$ cat config.mk
export PLATFORM = sky130hd
export DESIGN_NAME = untilize_stick_write_address_gen_core_flat
export DESIGN_NICKNAME = d
export VERILOG_FILES = /design/src/design/ustw_pkg.sv /design/src/design/ustw_in_if.sv /design/src/design/ustw_out_if.sv /design/src/design/ustw_cfg_if.sv /design/src/design/ustw_div.sv /design/src/design/ustw_dp.sv /design/src/design/ustw_ctrl.sv /design/src/design/untilize_stick_write_address_gen_core.sv /design/src/flat_wrapper.sv
export SDC_FILE = /design/constraint.sdc
export NUM_CORES = 2
export LEC_CHECK = 0
export ABC_AREA = 1
export BUFFER_PORTS_ARGS = -buffer_cell sky130_fd_sc_hd__buf_2
export CAP_MARGIN = 0
export CORE_ASPECT_RATIO = 1.75
export CORE_UTILIZATION = 62
export CTS_CLUSTER_SIZE = 25
export DETAILED_ROUTE_END_ITERATION = 16
export PLACE_DENSITY_LB_ADDON = 0.1
export REMOVE_ABC_BUFFERS = 1
export SLEW_MARGIN = 20
export SYNTH_ARGS = -nofsm -noshare
export SYNTH_HDL_FRONTEND = slang
export SYNTH_SLANG_ARGS = --single-unit
$ cat constraint.sdc
create_clock -name clk_i -period 7.2 [get_ports clk_i]
set_input_delay 1.08 -clock clk_i [delete_from_list [all_inputs] [get_ports clk_i]]
set_output_delay 1.08 -clock clk_i [all_outputs]
set_load 0.01 [all_outputs]
$ cat src/design/ustw_pkg.sv
// ----------------------------------------------------------------------------
// ustw_pkg
// Shared constants, register codes and controller/datapath bundles for the
// block-to-row write descriptor generator.
// ----------------------------------------------------------------------------
package ustw_pkg;

  localparam int TILE_DIM        = 32;
  localparam int TILE_LOG2       = 5;
  localparam int BYTES_PER_ELEM  = 2;
  localparam int ELEM_LOG2       = 1;
  localparam int MAX_BLOCK_TILES = 64;
  localparam int MAX_BPR         = 4096;
  localparam int MAX_TRPB        = 2048;

  // payload widths
  localparam int BASE_W  = 21;
  localparam int SRC_W   = 22;
  localparam int STICK_W = 32;
  localparam int OFF_W   = 17;
  localparam int BYTES_W = 13;

  // configuration port
  localparam int CFG_IDX_W  = 4;
  localparam int CFG_DATA_W = 32;

  // register widths
  localparam int BPR_W   = 13;
  localparam int TRPB_W  = 12;
  localparam int RPB_W   = 16;
  localparam int RW_W    = 16;
  localparam int TILES_W = 7;
  localparam int BLK_W   = 24;

  // internal widths
  localparam int COL_W   = 12;
  localparam int TRIB_W  = 11;
  localparam int NROW_W  = 6;
  localparam int ROW_W   = 5;
  localparam int NCOL_W  = 12;
  localparam int PITCH_W = 13;
  localparam int COL0_W  = COL_W + TILES_W + TILE_LOG2;

  typedef enum logic [CFG_IDX_W-1:0] {
    REG_BLOCKS_PER_ROW      = 4'd0,
    REG_TILE_ROWS_PER_BATCH = 4'd1,
    REG_ROWS_PER_BATCH      = 4'd2,
    REG_ROW_WIDTH           = 4'd3,
    REG_FULL_BLOCK_TILES    = 4'd4,
    REG_LAST_BLOCK_TILES    = 4'd5,
    REG_FIRST_BLOCK         = 4'd6,
    REG_BLOCK_TOTAL         = 4'd7
  } reg_idx_e;

  typedef struct packed {
    logic in_take;
    logic div_start;
    logic div_sel;
    logic div1_load;
    logic div2_load;
    logic calc1;
    logic calc2;
    logic row_step;
    logic block_end;
  } cmd_t;

  typedef struct packed {
    logic job_done;
    logic busy;
    logic div_done;
    logic nrows_zero;
    logic last_row;
  } status_t;

endpackage

$ cat src/design/ustw_in_if.sv
// ----------------------------------------------------------------------------
// ustw_in_if
// Input channel: one ready block page per item.
// ----------------------------------------------------------------------------
interface ustw_in_if;
  import ustw_pkg::*;

  logic              valid;
  logic              ready;
  logic [BASE_W-1:0] page_base;

  modport source (output valid, output page_base, input ready);
  modport sink   (input valid, input page_base, output ready);
endinterface

$ cat src/design/ustw_out_if.sv
// ----------------------------------------------------------------------------
// ustw_out_if
// Output channel: one row write descriptor per item.
// ----------------------------------------------------------------------------
interface ustw_out_if;
  import ustw_pkg::*;

  logic               valid;
  logic               ready;
  logic [SRC_W-1:0]   src_address;
  logic [STICK_W-1:0] stick_id;
  logic [OFF_W-1:0]   dst_offset;
  logic [BYTES_W-1:0] byte_count;
  logic               block_last;
  logic               all_done;

  modport source (output valid, output src_address, output stick_id, output dst_offset,
                  output byte_count, output block_last, output all_done, input ready);
  modport sink   (input valid, input src_address, input stick_id, input dst_offset,
                  input byte_count, input block_last, input all_done, output ready);
endinterface

$ cat src/design/ustw_cfg_if.sv
// ----------------------------------------------------------------------------
// ustw_cfg_if
// Configuration write channel: register index and write data.
// ----------------------------------------------------------------------------
interface ustw_cfg_if;
  import ustw_pkg::*;

  logic                  valid;
  logic                  ready;
  logic [CFG_IDX_W-1:0]  index;
  logic [CFG_DATA_W-1:0] data;

  modport source (output valid, output index, output data, input ready);
  modport sink   (input valid, input index, input data, output ready);
endinterface

$ cat src/design/ustw_div.sv
// ----------------------------------------------------------------------------
// ustw_div
// Restoring divider, one quotient bit per cycle. Used twice at job start to
// split the first block index into column, tile row and batch.
// ----------------------------------------------------------------------------
module ustw_div (
  input  logic                     clk_i,
  input  logic                     rst_ni,
  input  logic                     start_i,
  input  logic [ustw_pkg::BLK_W-1:0] dividend_i,
  input  logic [ustw_pkg::BPR_W-1:0] divisor_i,
  output logic                     done_o,
  output logic [ustw_pkg::BLK_W-1:0] quot_o,
  output logic [ustw_pkg::COL_W-1:0] rem_o
);
  import ustw_pkg::*;

  localparam int CNT_W = $clog2(BLK_W);

  logic [BLK_W-1:0] quot_q;
  logic [COL_W-1:0] rem_q;
  logic [BPR_W-1:0] dsr_q;
  logic [CNT_W-1:0] cnt_q;
  logic             run_q;
  logic             done_q;
  logic [BPR_W-1:0] trial;
  logic [BPR_W-1:0] diff;
  logic             ge;

  assign trial = {rem_q, quot_q[BLK_W-1]};
  assign ge    = trial >= dsr_q;
  assign diff  = trial - dsr_q;

  always_ff @(posedge clk_i or negedge rst_ni) begin
    if (!rst_ni) begin
      run_q  <= 1'b0;
      done_q <= 1'b0;
      cnt_q  <= '0;
    end else begin
      done_q <= 1'b0;
      if (start_i) begin
        run_q <= 1'b1;
        cnt_q <= '0;
      end else if (run_q) begin
        cnt_q <= cnt_q + CNT_W'(1);
        if (cnt_q == CNT_W'(BLK_W - 1)) begin
          run_q  <= 1'b0;
          done_q <= 1'b1;
        end
      end
    end
  end

  always_ff @(posedge clk_i) begin
    if (start_i) begin
      quot_q <= dividend_i;
      rem_q  <= '0;
      dsr_q  <= divisor_i;
    end else if (run_q) begin
      quot_q <= {quot_q[BLK_W-2:0], ge};
      rem_q  <= ge ? diff[COL_W-1:0] : trial[COL_W-1:0];
    end
  end

  assign done_o = done_q;
  assign quot_o = quot_q;
  assign rem_o  = rem_q;

endmodule

$ cat src/design/ustw_dp.sv
// ----------------------------------------------------------------------------
// ustw_dp
// Datapath: configuration registers, block position counters, per-block
// geometry and the row descriptor registers.
// ----------------------------------------------------------------------------
module ustw_dp (
  input  logic                            clk_i,
  input  logic                            rst_ni,
  input  logic                            cfg_we_i,
  input  logic [ustw_pkg::CFG_IDX_W-1:0]  cfg_index_i,
  input  logic [ustw_pkg::CFG_DATA_W-1:0] cfg_data_i,
  input  logic [ustw_pkg::BASE_W-1:0]     page_base_i,
  input  ustw_pkg::cmd_t                  cmd_i,
  output ustw_pkg::status_t               status_o,
  output logic [ustw_pkg::SRC_W-1:0]      src_address_o,
  output logic [ustw_pkg::STICK_W-1:0]    stick_id_o,
  output logic [ustw_pkg::OFF_W-1:0]      dst_offset_o,
  output logic [ustw_pkg::BYTES_W-1:0]    byte_count_o,
  output logic                            block_last_o,
  output logic                            all_done_o
);
  import ustw_pkg::*;

  // configuration
  logic [BPR_W-1:0]   bpr_q;
  logic [TRPB_W-1:0]  trpb_q;
  logic [RPB_W-1:0]   rpb_q;
  logic [RW_W-1:0]    rw_q;
  logic [TILES_W-1:0] fbt_q;
  logic [TILES_W-1:0] lbt_q;
  logic [BLK_W-1:0]   first_q;
  logic [BLK_W-1:0]   total_q;
  logic               cfg_hit;

  // position state
  logic [COL_W-1:0]  col_q;
  logic [TRIB_W-1:0] trib_q;
  logic [BLK_W-1:0]  batch_q;
  logic [BLK_W-1:0]  done_cnt_q;
  logic              busy_q;

  // clamped geometry
  logic [BPR_W-1:0]   bpr_c;
  logic [TRPB_W-1:0]  trpb_c;
  logic [TILES_W-1:0] fbt_c;
  logic [TILES_W-1:0] lbt_c;
  logic               lir;
  logic [TRPB_W-1:0]  trib_inc;

  // divider
  logic [BLK_W-1:0] div_dividend;
  logic [BPR_W-1:0] div_divisor;
  logic             div_done;
  logic [BLK_W-1:0] div_quot;
  logic [COL_W-1:0] div_rem;

  // block geometry, first stage
  logic [BASE_W-1:0]          base_q;
  logic [COL_W+TILES_W-1:0]   col_prod;
  logic [STICK_W-1:0]         bs_prod;
  logic [COL0_W-1:0]          col0_q;
  logic [STICK_W-1:0]         bs_q;
  logic                       lir_q;
  logic [TILES_W-1:0]         bw_q;
  logic [RPB_W-1:0]           row0_q;

  // block geometry, second stage
  logic               row_ge;
  logic [RPB_W-1:0]   rdiff;
  logic [NROW_W-1:0]  nrows_c;
  logic               col_ge;
  logic [RW_W-1:0]    cdiff;
  logic [NCOL_W-1:0]  cap;
  logic [NCOL_W-1:0]  ncols_c;
  logic [OFF_W-1:0]   off_c;
  logic [PITCH_W-1:0] pitch_c;
  logic               final_c;

  // row registers
  logic [SRC_W-1:0]   src_q;
  logic [STICK_W-1:0] stick_q;
  logic [OFF_W-1:0]   off_q;
  logic [BYTES_W-1:0] bytes_q;
  logic [PITCH_W-1:0] pitch_q;
  logic [NROW_W-1:0]  nrows_q;
  logic [ROW_W-1:0]   row_q;
  logic               final_q;
  logic               last_row;

  assign bpr_c  = (bpr_q == '0) ? BPR_W'(1) :
                  (bpr_q > BPR_W'(MAX_BPR)) ? BPR_W'(MAX_BPR) : bpr_q;
  assign trpb_c = (trpb_q == '0) ? TRPB_W'(1) :
                  (trpb_q > TRPB_W'(MAX_TRPB)) ? TRPB_W'(MAX_TRPB) : trpb_q;
  assign fbt_c  = (fbt_q == '0) ? TILES_W'(1) :
                  (fbt_q > TILES_W'(MAX_BLOCK_TILES)) ? TILES_W'(MAX_BLOCK_TILES) : fbt_q;
  assign lbt_c  = (lbt_q == '0) ? TILES_W'(1) :
                  (lbt_q > TILES_W'(MAX_BLOCK_TILES)) ? TILES_W'(MAX_BLOCK_TILES) : lbt_q;

  assign lir      = {1'b0, col_q} >= (bpr_c - BPR_W'(1));
  assign trib_inc = {1'b0, trib_q} + TRPB_W'(1);

  // register decode
  always_comb begin
    cfg_hit = 1'b0;
    if (cfg_we_i) begin
      unique case (cfg_index_i) inside
        REG_BLOCKS_PER_ROW, REG_TILE_ROWS_PER_BATCH, REG_ROWS_PER_BATCH, REG_ROW_WIDTH,
        REG_FULL_BLOCK_TILES, REG_LAST_BLOCK_TILES, REG_FIRST_BLOCK,
        REG_BLOCK_TOTAL: cfg_hit = 1'b1;
        default:         cfg_hit = 1'b0;
      endcase
    end
  end

  always_ff @(posedge clk_i or negedge rst_ni) begin
    if (!rst_ni) begin
      bpr_q      <= BPR_W'(1);
      trpb_q     <= TRPB_W'(1);
      rpb_q      <= RPB_W'(32);
      rw_q       <= RW_W'(32);
      fbt_q      <= TILES_W'(1);
      lbt_q      <= TILES_W'(1);
      first_q    <= '0;
      total_q    <= '0;
      col_q      <= '0;
      trib_q     <= '0;
      batch_q    <= '0;
      done_cnt_q <= '0;
      busy_q     <= 1'b0;
    end else if (cfg_hit) begin
      busy_q     <= 1'b0;
      done_cnt_q <= '0;
      unique case (cfg_index_i)
        REG_BLOCKS_PER_ROW:      bpr_q   <= cfg_data_i[BPR_W-1:0];
        REG_TILE_ROWS_PER_BATCH: trpb_q  <= cfg_data_i[TRPB_W-1:0];
        REG_ROWS_PER_BATCH:      rpb_q   <= cfg_data_i[RPB_W-1:0];
        REG_ROW_WIDTH:           rw_q    <= cfg_data_i[RW_W-1:0];
        REG_FULL_BLOCK_TILES:    fbt_q   <= cfg_data_i[TILES_W-1:0];
        REG_LAST_BLOCK_TILES:    lbt_q   <= cfg_data_i[TILES_W-1:0];
        REG_FIRST_BLOCK:         first_q <= cfg_data_i[BLK_W-1:0];
        REG_BLOCK_TOTAL:         total_q <= cfg_data_i[BLK_W-1:0];
        default: ;
      endcase
    end else begin
      if (cmd_i.div1_load) begin
        col_q <= div_rem;
      end
      if (cmd_i.div2_load) begin
        batch_q <= div_quot;
        trib_q  <= div_rem[TRIB_W-1:0];
        busy_q  <= 1'b1;
      end
      if (cmd_i.block_end) begin
        done_cnt_q <= done_cnt_q + BLK_W'(1);
        if (lir_q) begin
          col_q <= '0;
          if (trib_inc >= trpb_c) begin
            trib_q  <= '0;
            batch_q <= batch_q + BLK_W'(1);
          end else begin
            trib_q <= trib_inc[TRIB_W-1:0];
          end
        end else begin
          col_q <= col_q + COL_W'(1);
        end
      end
    end
  end

  // start position: first_block / bpr, then tile row / trpb
  assign div_dividend = cmd_i.div_sel ? div_quot : first_q;
  assign div_divisor  = cmd_i.div_sel ? BPR_W'(trpb_c) : bpr_c;

  ustw_div u_div (
    .clk_i      (clk_i),
    .rst_ni     (rst_ni),
    .start_i    (cmd_i.div_start),
    .dividend_i (div_dividend),
    .divisor_i  (div_divisor),
    .done_o     (div_done),
    .quot_o     (div_quot),
    .rem_o      (div_rem)
  );

  assign col_prod = (COL_W+TILES_W)'(col_q) * (COL_W+TILES_W)'(fbt_c);
  assign bs_prod  = STICK_W'(batch_q) * STICK_W'(rpb_q);

  // row clamp
  assign row_ge  = row0_q >= rpb_q;
  assign rdiff   = rpb_q - row0_q;
  assign nrows_c = row_ge ? '0 :
                   (rdiff > RPB_W'(TILE_DIM)) ? NROW_W'(TILE_DIM) : rdiff[NROW_W-1:0];

  // column clamp
  assign col_ge  = col0_q >= COL0_W'(rw_q);
  assign cdiff   = rw_q - col0_q[RW_W-1:0];
  assign cap     = {bw_q, {TILE_LOG2{1'b0}}};
  assign ncols_c = col_ge ? '0 : (cdiff > RW_W'(cap)) ? cap : cdiff[NCOL_W-1:0];
  assign off_c   = col_ge ? '0 : {col0_q[RW_W-1:0], {ELEM_LOG2{1'b0}}};
  assign pitch_c = {bw_q, {(TILE_LOG2 + ELEM_LOG2){1'b0}}};
  assign final_c = ((BLK_W+1)'(done_cnt_q) + (BLK_W+1)'(1)) == (BLK_W+1)'(total_q);

  always_ff @(posedge clk_i) begin
    if (cmd_i.in_take) begin
      base_q <= page_base_i;
    end
    if (cmd_i.calc1) begin
      col0_q <= {col_prod, {TILE_LOG2{1'b0}}};
      bs_q   <= bs_prod;
      lir_q  <= lir;
      bw_q   <= lir ? lbt_c : fbt_c;
      row0_q <= {trib_q, {TILE_LOG2{1'b0}}};
    end
    if (cmd_i.calc2) begin
      src_q   <= SRC_W'(base_q);
      stick_q <= bs_q + STICK_W'(row0_q);
      off_q   <= off_c;
      bytes_q <= {ncols_c, {ELEM_LOG2{1'b0}}};
      pitch_q <= pitch_c;
      nrows_q <= nrows_c;
      row_q   <= '0;
      final_q <= final_c;
    end else if (cmd_i.row_step) begin
      src_q   <= src_q + SRC_W'(pitch_q);
      stick_q <= stick_q + STICK_W'(1);
      row_q   <= row_q + ROW_W'(1);
    end
  end

  assign last_row = (NROW_W'(row_q) + NROW_W'(1)) == nrows_q;

  assign status_o.job_done   = done_cnt_q >= total_q;
  assign status_o.busy       = busy_q;
  assign status_o.div_done   = div_done;
  assign status_o.nrows_zero = nrows_c == '0;
  assign status_o.last_row   = last_row;

  assign src_address_o = src_q;
  assign stick_id_o    = stick_q;
  assign dst_offset_o  = off_q;
  assign byte_count_o  = bytes_q;
  assign block_last_o  = last_row;
  assign all_done_o    = last_row & final_q;

endmodule

$ cat src/design/ustw_ctrl.sv
// ----------------------------------------------------------------------------
// ustw_ctrl
// Controller: accepts a block page, sequences the start-of-job divisions,
// the two geometry steps and the row emission.
// ----------------------------------------------------------------------------
module ustw_ctrl (
  input  logic              clk_i,
  input  logic              rst_ni,
  input  logic              in_valid_i,
  output logic              in_ready_o,
  output logic              out_valid_o,
  input  logic              out_ready_i,
  input  ustw_pkg::status_t status_i,
  output ustw_pkg::cmd_t    cmd_o
);
  import ustw_pkg::*;

  typedef enum logic [2:0] {
    ST_IDLE,
    ST_DIV1,
    ST_DIV2,
    ST_CALC1,
    ST_CALC2,
    ST_EMIT
  } state_e;

  state_e state_q;
  logic   in_ready_q;
  logic   out_valid_q;
  logic   in_acc;
  logic   out_acc;

  assign in_acc  = in_valid_i && in_ready_q;
  assign out_acc = out_valid_q && out_ready_i;

  always_comb begin
    cmd_o = '0;
    unique case (state_q)
      ST_IDLE: begin
        if (in_acc && !status_i.job_done) begin
          cmd_o.in_take   = 1'b1;
          cmd_o.div_start = !status_i.busy;
        end
      end
      ST_DIV1: begin
        if (status_i.div_done) begin
          cmd_o.div1_load = 1'b1;
          cmd_o.div_start = 1'b1;
          cmd_o.div_sel   = 1'b1;
        end
      end
      ST_DIV2: begin
        cmd_o.div_sel   = 1'b1;
        cmd_o.div2_load = status_i.div_done;
      end
      ST_CALC1: cmd_o.calc1 = 1'b1;
      ST_CALC2: begin
        cmd_o.calc2     = 1'b1;
        cmd_o.block_end = status_i.nrows_zero;
      end
      ST_EMIT: begin
        if (out_acc) begin
          cmd_o.block_end = status_i.last_row;
          cmd_o.row_step  = !status_i.last_row;
        end
      end
      default: cmd_o = '0;
    endcase
  end

  always_ff @(posedge clk_i or negedge rst_ni) begin
    if (!rst_ni) begin
      state_q     <= ST_IDLE;
      in_ready_q  <= 1'b1;
      out_valid_q <= 1'b0;
    end else begin
      unique case (state_q)
        ST_IDLE: begin
          if (in_acc && !status_i.job_done) begin
            in_ready_q <= 1'b0;
            state_q    <= status_i.busy ? ST_CALC1 : ST_DIV1;
          end
        end
        ST_DIV1: begin
          if (status_i.div_done) begin
            state_q <= ST_DIV2;
          end
        end
        ST_DIV2: begin
          if (status_i.div_done) begin
            state_q <= ST_CALC1;
          end
        end
        ST_CALC1: state_q <= ST_CALC2;
        ST_CALC2: begin
          if (status_i.nrows_zero) begin
            in_ready_q <= 1'b1;
            state_q    <= ST_IDLE;
          end else begin
            out_valid_q <= 1'b1;
            state_q     <= ST_EMIT;
          end
        end
        ST_EMIT: begin
          if (out_acc && status_i.last_row) begin
            out_valid_q <= 1'b0;
            in_ready_q  <= 1'b1;
            state_q     <= ST_IDLE;
          end
        end
        default: state_q <= ST_IDLE;
      endcase
    end
  end

  assign in_ready_o  = in_ready_q;
  assign out_valid_o = out_valid_q;

endmodule

$ cat src/design/untilize_stick_write_address_gen_core.sv
// ----------------------------------------------------------------------------
// untilize_stick_write_address_gen_core
// Turns each ready untilized block page into one write descriptor per row.
// Per page, the CALC1 and CALC2 states register the block geometry before the
// first row goes out; the first page of a job first runs the two start divisions.
// Throughput: one page at a time, one row per cycle while the output is ready;
// the serial start divider sets the job start cost.
// Reset: idle, ready for a page, job counters cleared, registers at defaults.
// ----------------------------------------------------------------------------
module untilize_stick_write_address_gen_core (
  input  logic       clk_i,
  input  logic       rst_ni,
  ustw_cfg_if.sink   cfg_if,
  ustw_in_if.sink    in_if,
  ustw_out_if.source out_if
);
  import ustw_pkg::*;

  cmd_t    cmd;
  status_t status;
  logic    cfg_we;

  assign cfg_if.ready = 1'b1;
  assign cfg_we       = cfg_if.valid && cfg_if.ready;

  ustw_ctrl u_ctrl (
    .clk_i       (clk_i),
    .rst_ni      (rst_ni),
    .in_valid_i  (in_if.valid),
    .in_ready_o  (in_if.ready),
    .out_valid_o (out_if.valid),
    .out_ready_i (out_if.ready),
    .status_i    (status),
    .cmd_o       (cmd)
  );

  ustw_dp u_dp (
    .clk_i         (clk_i),
    .rst_ni        (rst_ni),
    .cfg_we_i      (cfg_we),
    .cfg_index_i   (cfg_if.index),
    .cfg_data_i    (cfg_if.data),
    .page_base_i   (in_if.page_base),
    .cmd_i         (cmd),
    .status_o      (status),
    .src_address_o (out_if.src_address),
    .stick_id_o    (out_if.stick_id),
    .dst_offset_o  (out_if.dst_offset),
    .byte_count_o  (out_if.byte_count),
    .block_last_o  (out_if.block_last),
    .all_done_o    (out_if.all_done)
  );

  // no new page while rows are pending
  a_no_overlap: assert property (@(posedge clk_i) disable iff (!rst_ni)
    out_if.valid |-> !in_if.ready)
    else $error("page accepted while rows pending");

  // job end only on a block end
  a_done_last: assert property (@(posedge clk_i) disable iff (!rst_ni)
    out_if.valid && out_if.all_done |-> out_if.block_last)
    else $error("all_done without block_last");

  // last row taken ends the block
  a_block_end: assert property (@(posedge clk_i) disable iff (!rst_ni)
    out_if.valid && out_if.ready && out_if.block_last |=> !out_if.valid && in_if.ready)
    else $error("rows continue after block end");

  // rows only go out after a page came in
  a_rows_after_page: assert property (@(posedge clk_i) disable iff (!rst_ni)
    $rose(out_if.valid) |-> !in_if.ready)
    else $error("row without page");

endmodule
$ cat src/flat_wrapper.sv
// flat-port wrapper written by rule: the top's interface ports become plain ports
module untilize_stick_write_address_gen_core_flat import ustw_pkg::*;
  (clk_i, rst_ni, cfg_if_valid, cfg_if_index, cfg_if_data, cfg_if_ready, in_if_valid, in_if_page_base, in_if_ready, out_if_valid, out_if_src_address, out_if_stick_id, out_if_dst_offset, out_if_byte_count, out_if_block_last, out_if_all_done, out_if_ready);
  ustw_cfg_if cfg_if_i ();
  ustw_in_if in_if_i ();
  ustw_out_if out_if_i ();
  input  logic clk_i;
  input  logic rst_ni;
  input wire logic [$bits(cfg_if_i.valid)-1:0] cfg_if_valid;
  input wire logic [$bits(cfg_if_i.index)-1:0] cfg_if_index;
  input wire logic [$bits(cfg_if_i.data)-1:0] cfg_if_data;
  output wire logic [$bits(cfg_if_i.ready)-1:0] cfg_if_ready;
  input wire logic [$bits(in_if_i.valid)-1:0] in_if_valid;
  input wire logic [$bits(in_if_i.page_base)-1:0] in_if_page_base;
  output wire logic [$bits(in_if_i.ready)-1:0] in_if_ready;
  output wire logic [$bits(out_if_i.valid)-1:0] out_if_valid;
  output wire logic [$bits(out_if_i.src_address)-1:0] out_if_src_address;
  output wire logic [$bits(out_if_i.stick_id)-1:0] out_if_stick_id;
  output wire logic [$bits(out_if_i.dst_offset)-1:0] out_if_dst_offset;
  output wire logic [$bits(out_if_i.byte_count)-1:0] out_if_byte_count;
  output wire logic [$bits(out_if_i.block_last)-1:0] out_if_block_last;
  output wire logic [$bits(out_if_i.all_done)-1:0] out_if_all_done;
  input wire logic [$bits(out_if_i.ready)-1:0] out_if_ready;
  assign cfg_if_i.valid = cfg_if_valid;
  assign cfg_if_i.index = cfg_if_index;
  assign cfg_if_i.data = cfg_if_data;
  assign cfg_if_ready = cfg_if_i.ready;
  assign in_if_i.valid = in_if_valid;
  assign in_if_i.page_base = in_if_page_base;
  assign in_if_ready = in_if_i.ready;
  assign out_if_valid = out_if_i.valid;
  assign out_if_src_address = out_if_i.src_address;
  assign out_if_stick_id = out_if_i.stick_id;
  assign out_if_dst_offset = out_if_i.dst_offset;
  assign out_if_byte_count = out_if_i.byte_count;
  assign out_if_block_last = out_if_i.block_last;
  assign out_if_all_done = out_if_i.all_done;
  assign out_if_i.ready = out_if_ready;
  untilize_stick_write_address_gen_core u_core (.clk_i(clk_i), .rst_ni(rst_ni), .cfg_if(cfg_if_i), .in_if(in_if_i), .out_if(out_if_i));
endmodule
**Yosys cells after proc, flatten, opt, wreduce, memory -nomap -nowiden**

Index checks and enable logic that the tools add are counted.
W data, S select, Z words.

- Register bits after elaboration: 440
- Input port bits: 62
- Output and inout bits: 89
- Logic and storage cells: 201

- Add/subtract/negate cells: 15
- Multiply operators: 2
- $lt $le $gt $ge: 12
- Equal/unequal tests: 22
- Muxes and demuxes: 72
- Bitwise gates (word level): 2
- Reduce and logical (&&, ||, !) cells: 36

Operator list:

| operator | number |
|---|---|
| $mux W24 | 9 |
| $mux W12 | 8 |
| $mux W32 | 2 |
| $add A24 B1 Y24 const B | 2 |
| $mux W11 | 4 |
| $mux W21 | 2 |
| $mux W7 | 5 |
| $add A32 B1 Y32 const B | 1 |
| $add A32 B16 Y32 | 1 |
| $mul A24 B16 Y32 | 1 |
| $sub A16 B16 Y16 | 2 |
| $mux W13 | 2 |
| $add A24 B1 Y25 const B | 1 |
| $eq A25 B24 Y1 | 1 |
| $ge A24 B16 Y1 | 1 |
| $ge A24 B24 Y1 | 1 |
| $add A22 B13 Y22 | 1 |
| $mux W1 | 21 |
| $reduce_and A2 Y1 | 10 |
| $mul A12 B7 Y19 | 1 |
| $mux W3 | 6 |
| $pmux W3 S6 | 1 |
| $eq A4 B3 Y1 const B | 4 |
| $ge A16 B16 Y1 | 1 |
| other kinds (44) | 73 |

**Logic depth before layout (Yosys ltp)**

- Depth after elaboration: 8
- Depth in mapped cells: 32
- Mapped depth without buffers: 30

**Modules after synthesis**

A second synthesis with hierarchy kept.

- Cells, all modules: 5067
- Area, all modules: 39724.3 µm²

By module, submodules not included:

| module | instances | cells each | area an instance (µm²) | sequential area each (µm²) |
|---|---|---|---|---|
| ustw_dp | 1 | 4621 | 36207.2 | 10342.4 |
| ustw_div | 1 | 384 | 3103.0 | 1526.5 |
| ustw_ctrl | 1 | 60 | 402.9 | 126.4 |
| untilize_stick_write_address_gen_core | 1 | 2 | 11.3 | 0.0 |

**Least setup slack after synthesis**

OpenSTA, ideal clock, no wires.

- Path kind: reg-to-reg
- Start: register u_core.u_dp.batch_q[6]
- End: register u_core.u_dp.bs_q[29] (data pin)
- Setup time: 259 ps
- Arrival: 5703 ps
- Required time: 6941 ps
- Slack: 1238 ps
- Stages on the path, launching flop included: 27
- Path buffers: 2
- Period minus slack after synthesis: 5962 ps
- Cells stage by stage: dfrtp_1 buf_1 buf_1 nand2_1 fa_1 inv_1 fa_1 inv_1 fa_1 inv_1 fa_1 fa_1 inv_1 fa_1 inv_1 ha_1 a21oi_1 inv_1 a31oi_1 nand2_1 a21oi_1 nor2_1 nand2_1 nand2_1 nand3_1 nand2_1 xor2_1

- Cells in the longest elaborated chain, start to end: 1

RTL lines:

| item | RTL line | text |
|---|---|---|
| from (decl) | ustw_dp.sv:38 | `logic [BLK_W-1:0] batch_q;` |
| from (signal assigned) | ustw_dp.sv:149 | `batch_q <= div_quot;` |
| from (signal assigned) | ustw_dp.sv:159 | `batch_q <= batch_q + BLK_W'(1);` |
| $mul A24 B16 Y32 | ustw_dp.sv:186 | `assign bs_prod = STICK_W'(batch_q) * STICK_W'(rpb_q);` |
| net u_core.u_dp.bs_prod[29] | ustw_dp.sv:60 | `logic [STICK_W-1:0] bs_prod;` |
| to (signal assigned) | ustw_dp.sv:209 | `bs_q <= bs_prod;` |
| to (decl) | ustw_dp.sv:62 | `logic [STICK_W-1:0] bs_q;` |

The timed path passes the listed nets, and every way through them passes these cells.
A chain may end at the register's enable or synchronous reset.

**Worst setup path in the final report**

- Start: register u_core.u_dp.rpb_q[3]
- End: register u_core.u_dp.bs_q[27] (data pin)

- Cells in the longest elaborated chain, start to end: 1

RTL lines:

| item | RTL line | text |
|---|---|---|
| from (decl) | ustw_dp.sv:27 | `logic [RPB_W-1:0] rpb_q;` |
| from (signal assigned) | ustw_dp.sv:136 | `REG_ROWS_PER_BATCH: rpb_q <= cfg_data_i[RPB_W-1:0];` |
| $mul A24 B16 Y32 | ustw_dp.sv:186 |  |
| net u_core.u_dp.bs_prod[27] | ustw_dp.sv:60 |  |

The timed path passes the listed nets, and every way through them passes these cells.

==> flow_summary.yaml <==
timing:
  worstMarginPinSlew_ns: 1.09
  relSlewSlack_pct: 26.6
  hold_viol_final: 0
  fmax_mhz: 153
  period_share_pct: 90.8
  post-route-min-period_ns: 6.54
  drv_slew: 0
  rsz0062_at_grt: "no"
  setup_viol: 0
  clock_skew_ns: 0.0350
yosys:
  synth_edf_count: 218
  synthSimpleGateAreaFrac_pct: 20.7
  ys_types: 56
  ys_async_sr_fraction_pct: 46.2
  synthCells: 4903
  syn_area_um2: 38900
  synth_compound_area_share_pct: 7.95
  synthFlopType: "edfxtp_1"
  yosysSeqAreaShare_pct: 30.8
  synthTopCellsByArea: "fa_1, edfxtp_1, nand2_1, dfrtp_1, inv_1"
  yosys_warnings: 0
  yosys.area.top_type: "fa_1"
  synth-seq-cells: 439
  synth_top_family_by_area: "adder cells"
  yosysTopAreaCellShare_pct: 17.2
  post_synth.cell_area_avg_um2: 7.94
  synth_xor_area_share_pct: 4.48
  synth_adder_area_share_pct: 24.9
  synth_mux_area_share_pct: 0.116
global_routing:
  grt_max_degree: 94
  grt_overflow_total: 0
  grt_pass1_wl_um: 168000
  antenna_found_initial: 1
  grt_usage_pct: 34.4
  grt_pass1_vias: 32700
critical_path:
  crit_fanout: 18
  worstSetupStartpointType: "register"
  crit_chain: "buf_4, nand2_1, fa_1, fa_1, fa_1, inv_1, fa_1, fa_1, inv_1, fa_1, inv_1, ha_1, a21oi_1, inv_1, a31oi_1, nand2_1, a21oi_1, nor2_1, nand2_1, nand2_1, xor2_1"
  slowest_delay_ns: 1.01
  crit_top_cell: "fa_1"
  end_kind: "register"
  slowest_stage: "dfrtp_1"
  required_ns: 7.56
  crit_type: "register to register"
  arrival_ns: 6.90
clock_tree:
  cts.path.max_buffers: 3
  cts_setup_buffers: 0
  root_buffer: "clkbuf_16"
  cts.sinks: 439
  cts_tree: "done"
  holdBufCountCts: 0
  cts_htree_levels: 2
  cts_resized: 0
  cts_buffers: 43
  clk_pin_slew_worst_paths_ns: 0.06
  insertion_delay_ns: 0.61
route:
  vias: 32200
  drt_iter0_markers: 2006
  drcViolationCount: 0
  first_pass_iters: 8
  routed_via_density: 5.56
  wl_per_cell_um: 18.2
  routed_wl_um: 105000
  ant_nets: 0
placed_design:
  hpwl_um: 80200
  gp_congestion: 0.968
  placedInstanceArea_um2: 40300
  dp_cells: 5711
  portBuffers: 134
finish:
  num-fill-cells: 5382
  drive_above_1_share_pct: 6.83
  final_nets: 5593
  diodes: 0
  layout_commonest_cell: "nand2_1"
  area_delta_synth_final_pct: 7.17
  layout_common_cells: "nand2_1, inv_1, fa_1, o21ai_0, ha_1"
  stdcell_count: 5790
  multi_input_area_um2: 22700
  postLayoutCellArea_um2: 41700
  ff_latch_area_um2: 12000
job:
  max_cap_viol_count: 0
pwr:
  p_leak_nw: 21.6
  vdd_drop_max_mv: 0.234
  power_mw: 13.5
  powerDensity_nw_per_um2: 324
floorplanning:
  num_rows: 121
  die_area_um2: 63800
  die_w_um: 191
  start_util_pct: 62.7
  core_area_um2: 62100
  pin_count: 151
  die_y_um: 333
hold_path:
  hold_class: "register to register"
status:
  status: "finished clean"
[path summary, 6_finish.rpt]
check                                      from                 endpoint  slack (ns)  depth (start not counted)
hold reg to reg             u_core.u_dp.bw_q[1]   u_core.u_dp.pitch_q[7]        0.48                          0
min in group asynchronous                rst_ni  u_core.u_dp.total_q[20]        0.50                          1
max in group asynchronous                rst_ni      u_core.u_dp.rw_q[1]        5.33                          2
setup reg to reg           u_core.u_dp.rpb_q[3]     u_core.u_dp.bs_q[27]        0.66                         21
hold / removal              u_core.u_dp.bw_q[1]   u_core.u_dp.pitch_q[7]        0.48                          0
setup / recovery           u_core.u_dp.rpb_q[3]     u_core.u_dp.bs_q[27]        0.66                         21
[report_power, final]
group          switching (mW)  total (mW)  internal (mW)
Combinational            4.45        6.87           2.42
Clock                    1.07        2.26           1.18
Sequential              0.866        4.37           3.51
[sequential cells by signal (all words and copies together) (netlist names), 11 cells and up]
| signal | cells |
|---|---|
| u_core.u_dp.base_q | 21 |
| u_core.u_dp.first_q | 24 |
| u_core.u_dp.stick_id_o | 32 |
| u_core.u_dp.batch_q | 24 |
| u_core.u_dp.trib_q | 11 |
| u_core.u_dp.u_div.quot_o | 24 |
| u_core.u_dp.bs_q | 32 |
| u_core.u_dp.u_div.rem_o | 12 |
| u_core.u_dp.u_div.dsr_q | 13 |
| u_core.u_dp.col0_q | 19 |
| u_core.u_dp.done_cnt_q | 24 |
| u_core.u_dp.rpb_q | 16 |
| u_core.u_dp.col_q | 12 |
| u_core.u_dp.total_q | 24 |
| u_core.u_dp.src_address_o | 22 |
| u_core.u_dp.rw_q | 16 |
| u_core.u_dp.dst_offset_o | 11 |
| u_core.u_dp.trpb_q | 12 |
| u_core.u_dp.bpr_q | 13 |
| u_core.u_dp.row0_q | 11 |
| u_core.u_dp.byte_count_o | 12 |
[stage by stage]
stage | TNS [ns] | setup WS [ns] | hold WS, ns | utilization, %
after floorplan | -24.00 | -0.511 | 0.426 | -
after global placement | 0 | 0.696 | 0.462 | 65.0
after detailed placement | 0 | 0.672 | 0.456 | 65.0
after CTS | 0 | 0.661 | 0.473 | 67.2
after global routing | 0 | 0.296 | 0.490 | 67.2
final | 0 | 0.664 | 0.480 | 67.2
[layer usage]
metal,track usage (%),share of wire [%]
met1,36.5,35
met3,4.28,5.0
met5,0,0.0085
met4,22.9,7.5
met2,62.9,52
[layout make-up]
| class | count | area share, % |
|---|---|---|
| multi-input combinational | 3348 | 54.3 |
| sequential | 439 | 28.8 |
| inverter | 917 | 8.25 |
| timing repair buffer | 208 | 2.96 |
| clock buffer | 47 | 2.67 |
| tap | 799 | 2.40 |
| clock inverter | 32 | 0.627 |
[cells by family after synthesis]
logic type | after synthesis
AO/OA/AOI/OAI | 579
XOR/XNOR | 199
adder cells (fa/ha/maj) | 574
buffers and inverters | 1122
flip-flops | 439
multiplexers | 4
other | 2
AND/OR/NAND/NOR | 1984
[cells in the mapped netlist (all sizes together), types with 16 or more instances]
| library cell | count |
|---|---|
| a31oi | 16 |
| clkbuf | 149 |
| xor2 | 130 |
| dfrtp | 196 |
| nor3 | 57 |
| nor2 | 244 |
| edfxtp | 218 |
| a21oi | 168 |
| nand3 | 168 |
| o21ai | 331 |
| nand2 | 1419 |
| buf | 56 |
| dfxtp | 18 |
| nor4 | 23 |
| inv | 913 |
| nand4 | 46 |
| ha | 240 |
| xnor2 | 69 |
| fa | 334 |
[critical path, delay by kind of cell (launching register included)]
kind	cells	cell delay [ns]
compound gates	3	0.52
fa+ha+maj	7	3.46
simple gates	5	0.45
buf+inv	5	0.49
xor+xnor	1	0.35
flops	1	1.01
(Power assumes the default switching activity.)
